`src/rtl/swsd_pkg.sv`:
```
// Shared widths, register indexes and constants for the sliding window stillness detector.
package swsd_pkg;

    localparam int unsigned DT_W    = 20;
    localparam int unsigned POS_W   = 24;
    localparam int unsigned TWIN_W  = 24;
    localparam int unsigned DIST_W  = 32;
    localparam int unsigned PPM_W   = 16;
    localparam int unsigned DIFF_W  = POS_W + 1;
    localparam int unsigned SQ_W    = 2 * DIFF_W;
    localparam int unsigned ROOT_W  = DIFF_W;
    localparam int unsigned QUO_W   = ROOT_W + 16;
    localparam int unsigned TSUM_W  = TWIN_W + 1;
    localparam int unsigned PADDR_W = 4;

    localparam logic [PPM_W-1:0]  PPM_ONE      = PPM_W'(1);
    localparam logic [TWIN_W-1:0] TWIN_RESET   = TWIN_W'(500000);
    localparam logic [DIST_W-1:0] DLIM_RESET   = DIST_W'(655);
    localparam logic [PPM_W-1:0]  PPM_RESET    = PPM_W'(8192);

    localparam logic CMD_START  = 1'b0;
    localparam logic CMD_UPDATE = 1'b1;

    typedef enum logic [1:0] {
        REG_TIME_WINDOW = 2'd0,
        REG_DIST_LIMIT  = 2'd1,
        REG_PIX_PER_M   = 2'd2,
        REG_NONE        = 2'd3
    } t_reg_idx;

endpackage

```
`src/rtl/swsd_arith.sv`:
```
// Step distance unit: squares, digit-by-digit square root and restoring division.
module swsd_arith import swsd_pkg::*; (
    input  logic                     i_clk,
    input  logic                     i_rst_n,
    input  logic                     i_start,
    input  logic signed [DIFF_W-1:0] i_dx,
    input  logic signed [DIFF_W-1:0] i_dy,
    input  logic [PPM_W-1:0]         i_ppm,
    output logic                     o_done,
    output logic [DIST_W-1:0]        o_dist
);

    typedef enum logic [5:0] {
        A_IDLE = 6'b000001,
        A_SQX  = 6'b000010,
        A_SQY  = 6'b000100,
        A_SQRT = 6'b001000,
        A_DIV  = 6'b010000,
        A_DONE = 6'b100000
    } t_ar_state;

    t_ar_state          r_state, n_state;
    logic [DIFF_W-1:0]  r_ax, r_ay;
    logic [SQ_W-1:0]    r_val, n_val;
    logic [27:0]        r_rem, n_rem;
    logic [ROOT_W-1:0]  r_root, n_root;
    logic [QUO_W-1:0]   r_quo, n_quo;
    logic [5:0]         r_cnt, n_cnt;

    logic [DIFF_W-1:0]  mul_op;
    logic [SQ_W-1:0]    mul_res;
    logic [27:0]        sub_a, sub_b, sub_diff;
    logic               sub_ge;
    logic [PPM_W-1:0]   ppm_eff;

    assign ppm_eff = (i_ppm == '0) ? PPM_ONE : i_ppm;

    // One multiplier, used for both squares.
    assign mul_op  = (r_state == A_SQX) ? r_ax : r_ay;
    assign mul_res = mul_op * mul_op;

    // One compare and subtract unit, shared by square root and division.
    always_comb begin
        if (r_state == A_SQRT) begin
            sub_a = {r_rem[25:0], r_val[SQ_W-1 -: 2]};
            sub_b = {1'b0, r_root, 2'b01};
        end else begin
            sub_a = {11'b0, r_rem[15:0], r_quo[QUO_W-1]};
            sub_b = {12'b0, ppm_eff};
        end
        sub_ge   = (sub_a >= sub_b);
        sub_diff = sub_a - sub_b;
    end

    always_comb begin
        n_state = r_state;
        n_val   = r_val;
        n_rem   = r_rem;
        n_root  = r_root;
        n_quo   = r_quo;
        n_cnt   = r_cnt;
        unique case (r_state)
            A_IDLE: begin
                if (i_start) begin
                    n_state = A_SQX;
                end
            end
            A_SQX: begin
                n_val   = mul_res;
                n_state = A_SQY;
            end
            A_SQY: begin
                n_val   = r_val + mul_res;
                n_rem   = '0;
                n_root  = '0;
                n_cnt   = '0;
                n_state = A_SQRT;
            end
            A_SQRT: begin
                n_val = {r_val[SQ_W-3:0], 2'b00};
                if (sub_ge) begin
                    n_rem  = sub_diff;
                    n_root = {r_root[ROOT_W-2:0], 1'b1};
                end else begin
                    n_rem  = sub_a;
                    n_root = {r_root[ROOT_W-2:0], 1'b0};
                end
                n_cnt = r_cnt + 6'd1;
                if (r_cnt == 6'(ROOT_W - 1)) begin
                    n_quo   = {n_root, 16'b0};
                    n_rem   = '0;
                    n_cnt   = '0;
                    n_state = A_DIV;
                end
            end
            A_DIV: begin
                n_quo = {r_quo[QUO_W-2:0], sub_ge};
                n_rem = sub_ge ? {11'b0, sub_diff[16:0]} : {11'b0, sub_a[16:0]};
                n_cnt = r_cnt + 6'd1;
                if (r_cnt == 6'(QUO_W - 1)) begin
                    n_state = A_DONE;
                end
            end
            A_DONE: begin
                n_state = A_IDLE;
            end
            default: begin
                n_state = A_IDLE;
            end
        endcase
    end

    always_ff @(posedge i_clk) begin
        if (!i_rst_n) begin
            r_state <= A_IDLE;
        end else begin
            r_state <= n_state;
        end
    end

    always_ff @(posedge i_clk) begin
        r_val  <= n_val;
        r_rem  <= n_rem;
        r_root <= n_root;
        r_quo  <= n_quo;
        r_cnt  <= n_cnt;
        if (r_state == A_IDLE && i_start) begin
            r_ax <= i_dx[DIFF_W-1] ? DIFF_W'(-i_dx) : DIFF_W'(i_dx);
            r_ay <= i_dy[DIFF_W-1] ? DIFF_W'(-i_dy) : DIFF_W'(i_dy);
        end
    end

    assign o_done = (r_state == A_DONE);
    assign o_dist = (r_quo[QUO_W-1:DIST_W] != '0) ? '1 : r_quo[DIST_W-1:0];

endmodule

```
`config.mk`:
```
export PLATFORM = sky130hd
export DESIGN_NAME = swsd_arith
export DESIGN_NICKNAME = d
export VERILOG_FILES = /design/src/rtl/swsd_pkg.sv /design/src/rtl/swsd_arith.sv
export SDC_FILE = /design/constraint.sdc
export NUM_CORES = 2
export LEC_CHECK = 0
export ABC_CLOCK_PERIOD_IN_PS = 27400
export BUFFER_PORTS_ARGS = -buffer_cell sky130_fd_sc_hd__buf_2
export CAP_MARGIN = 20
export CORE_MARGIN = 2
export CORE_UTILIZATION = 45
export DETAILED_ROUTE_END_ITERATION = 8
export PLACE_DENSITY_LB_ADDON = 0.12
export SYNTH_ARGS = -nofsm -noshare
export SYNTH_HDL_FRONTEND = slang
export SYNTH_SLANG_ARGS = --single-unit
```
`constraint.sdc`:
```
create_clock -name i_clk -period 27.4 [get_ports i_clk]
set_input_delay 1.37 -clock i_clk [delete_from_list [all_inputs] [get_ports i_clk]]
set_output_delay 1.37 -clock i_clk [all_outputs]
set_load 0.03 [all_outputs]
```
==> summary.md <==
| Metric | Value |
|---|---|
| Status | finished clean |
| Synth Area in XOR/XNOR | under 10% |
| Post-synthesis mux area share | ~1.3% |
| Share of cells above drive strength 1 | under 10% |
| CP required | 27.71 ns |
| Cell row count | 96 |
| Critical Path AT | 12.34 ns |
| Post-CTS Setup Inserts | 0 |
| Largest area contributor in the netlist | fa_1 |
| CTS Root Cell | clkbuf_16 |
| Critical Path Source Type | flip-flop |
| Vias in the first global route | roughly 25k |
| Clock slew at reported path FFs | about 0.06 ns |
| DR vias | about 23k |
| Cell mode on critical path | fa_1 |
| Routed Antenna Nets | 0 |
| Congestion Overflow GR | 0 |
| Crit Path Class | reg2reg |
| Warnings, synthesis | 0 |
| Hold Path Origin | r_quo[14]$_SDFFCE_PN0P_ |
| Crit Path Max Fanout | 33 |
| Antenna cell count | 0 |
| Die extent in x | roughly 270 um |
| EDFF count, synth | a little under 200 |
| Hold Path Class | reg2reg |
| Wire per inst | ~19 um |
| Top-area cell type share of the netlist area | between 30% and 40% |
| Boundary pin count | approximately 100 |
| IO Port Bufs | about 100 |
| Via density | 5.308 |
| Clock H-tree levels | 1 |
| Worst reg-to-reg setup slack | 15.37 ns |
| Async S/R FF share, synth | 0% |
| Drt pass-1 iters | 5 |
| Final Wtd Congestion | 0.9009 |
| Setup Viol. Count Final | 0 |
| Core Region | just under 0.07 mm^2 |
| Slowest-stage cell, CP | clkinv_1 |
| Largest net degree at the start of global routing | 76 |
| Simple-gate share of the synthesized area | about an eighth |
| FF+latch area | about 0.006 mm^2 |
| Library cells used by synthesis | 70 |
| Worst r2r src | r_state[2]$_SDFFE_PN0P_ |
| Top cells by area, synth | fa_1 (30%), edfxtp_1 (19%), ha_1 (10%) |
| CP top delay family | adder cells |
| RSZ-0062 raised after global routing | no |
| Setup TNS Final | 0 ns |
| First-pass GRT wire length | 134.4 mm |
| Worst slew margin | about 37% |
| CTS tree | built |
| Die height | between 200 and 300 um |
| Initial antenna violation count | 0 |
| Post-DP HPWL | roughly 66 mm |
| Cells after DPL | 4271 |
| Max Slew Vio Count | 0 |
| Fmax | around 83 MHz |
| Sequential element share of the synthesized area | slightly below 20% |
| Total GRT Usage | about a quarter |
| # resized after CTS | 0 |
| Fin crit share | roughly 44% |
| Sink of the worst hold path | r_quo[15]$_SDFFCE_PN0P_ |
| Adder-cell area share of the yosys netlist | between 40% and 50% |
| Max clock buf depth | 3 |
| Compound-Gate Fraction of Synth Area | 10.60% |
| Hold_buf cts | 0 |
| Mapped cell area | ~0.031 mm^2 |
| Clock Skew | around 0.042 ns |
| Clk_lat worst skew | roughly 0.6 ns |
| Worst Tran Pin Value | 0.9512 ns |
| Area of the multi-input gates | ~0.022 mm^2 |
| R2R cell count | 40 |
| Max-cap violations | 0 |
| Top-count cell post-synth | inv_1 |
| Crit path time final | between 10 and 15 ns |
| Detailed Route WL | roughly 82 mm |
| WHS Path Cells | 1 |
| Top cells by count, synth | inv_1 (718), fa_1 (467), nand2_1 (382), ha_1 (259), nor2_1 (254) |
| DRC viols | 0 |
| #FFs+latches synth | between 200 and 250 |
| Initial Util | a little under half |
| P&R area growth vs syn | 7.869% |
| CP bufs+invs | 8 |
| Synth Area per Inst | 9.178 um^2 |
| Critical Path Max Stage Delay | approximately 0.63 ns |
| Hold Vio Cnt, Final | 0 |
| Most used flip-flop cell after synthesis | edfxtp_1 |
| Fin cells | 4319 |
| Filler instances | ~6.5k |
| Num CTS Buffers | 27 |
| Die ar. | 0.07080 mm^2 |
| Num Clock Sinks | roughly 200 |
| Post-Synthesis Cells | between 3k and 4k |
| Crit end category | flip-flop |
| NumNets Final | around 4.2k |
| Mapped Nets | ~4.2k |
| R2R Path End | r_val[48]$_DFFE_PP_ |
| Largest family of logic cells by synthesized area | adder cells |
| Iter 0 DRT Violations | 1324 |
==> kinds of logic after synthesis <==
kind of cell    after synthesis
simple gates                897
buf+inv                     836
fa+ha+maj                   726
compound gates              504
flops                       204
xor+xnor                    163
mux                          38
==> area by class of cell <==
class                      instances  share of cell area [%]
clock buffer                      30                   2.060
multi-input combinational       2328                   65.25
inverter                         725                   8.162
timing repair buffer             132                   2.214
clock inverter                    18                  0.8105
sequential                       204                   18.19
tap                              882                   3.310
==> cell usage in the layout (no fill, tap or decap), drive strengths merged, types with 16 or more instances in the layout <==
| cell | n |
|---|---|
| a22oi | 27 |
| and2 | 46 |
| a221o | 23 |
| nand4 | 21 |
| clkbuf | 30 |
| mux2i | 22 |
| o31ai | 20 |
| a21o | 70 |
| buf | 132 |
| edfxtp | 198 |
| nand2 | 382 |
| a31oi | 19 |
| or2 | 39 |
| xnor2 | 116 |
| o21ai | 116 |
| nor2 | 254 |
| ha | 259 |
| fa | 467 |
| a21oi | 139 |
| nor2b | 17 |
| nor3 | 21 |
| xor2 | 47 |
| inv | 720 |
| nand3 | 37 |
| mux2 | 16 |
==> how the worst max path moves through the flow <==
| stage | from | endpoint | slack (ns) | cells after the start |
|---|---|---|---|---|
| 6_report | r_state[2]$_SDFFE_PN0P_ | r_val[48]$_DFFE_PP_ | 15.37 | 40 |
| 5_1_grt | r_state[2]$_SDFFE_PN0P_ | r_val[48]$_DFFE_PP_ | 14.60 | 40 |
| 4_1_cts | r_state[2]$_SDFFE_PN0P_ | r_val[48]$_DFFE_PP_ | 15.47 | 41 |
| 3_5_place_dp | r_state[2]$_SDFFE_PN0P_ | r_val[48]$_DFFE_PP_ | 15.57 | 41 |
| 3_3_place_gp | r_state[2]$_SDFFE_PN0P_ | r_val[48]$_DFFE_PP_ | 15.72 | 41 |
| 2_1_floorplan | r_state[2]$_SDFFE_PN0P_ | r_val[48]$_DFFE_PP_ | 16.88 | 43 |
==> layer usage <==
layer / vias up / wire (um) / global-route usage [%]
met2: 599 / 38820 / 40.60
met1: 11344 / 37700 / 33.04
met4: 0 / 1890 / 5.633
li1: 10876 / - / -
met3: 106 / 4066 / 2.532
met5: - / 0 / 0
==> stage by stage <==
step           instance area (um^2)  utilization, %  hold slack, ns  worst slack, ns
2_1_floorplan                 30910               -          0.5015            16.88
3_3_place_gp                  32390           47.39          0.5235            15.72
3_5_place_dp                  32390           47.39          0.5225            15.57
4_1_cts                       33340           48.79          0.5275            15.47
5_1_grt                       33340           48.79          0.5524            14.60
6_report                      33340           48.79          0.5219            15.37
==> sequential cells by signal, summed over array words and instances (netlist names) <==
name and count:
r_ax 25, r_ay 25, r_cnt 6, r_quo 41, r_rem 26, r_root 25, r_state 6, r_val 50
Power is left out: the tool's default activity adds up to more than one toggle a clock period on the data nets, which glitch-free logic cannot reach.
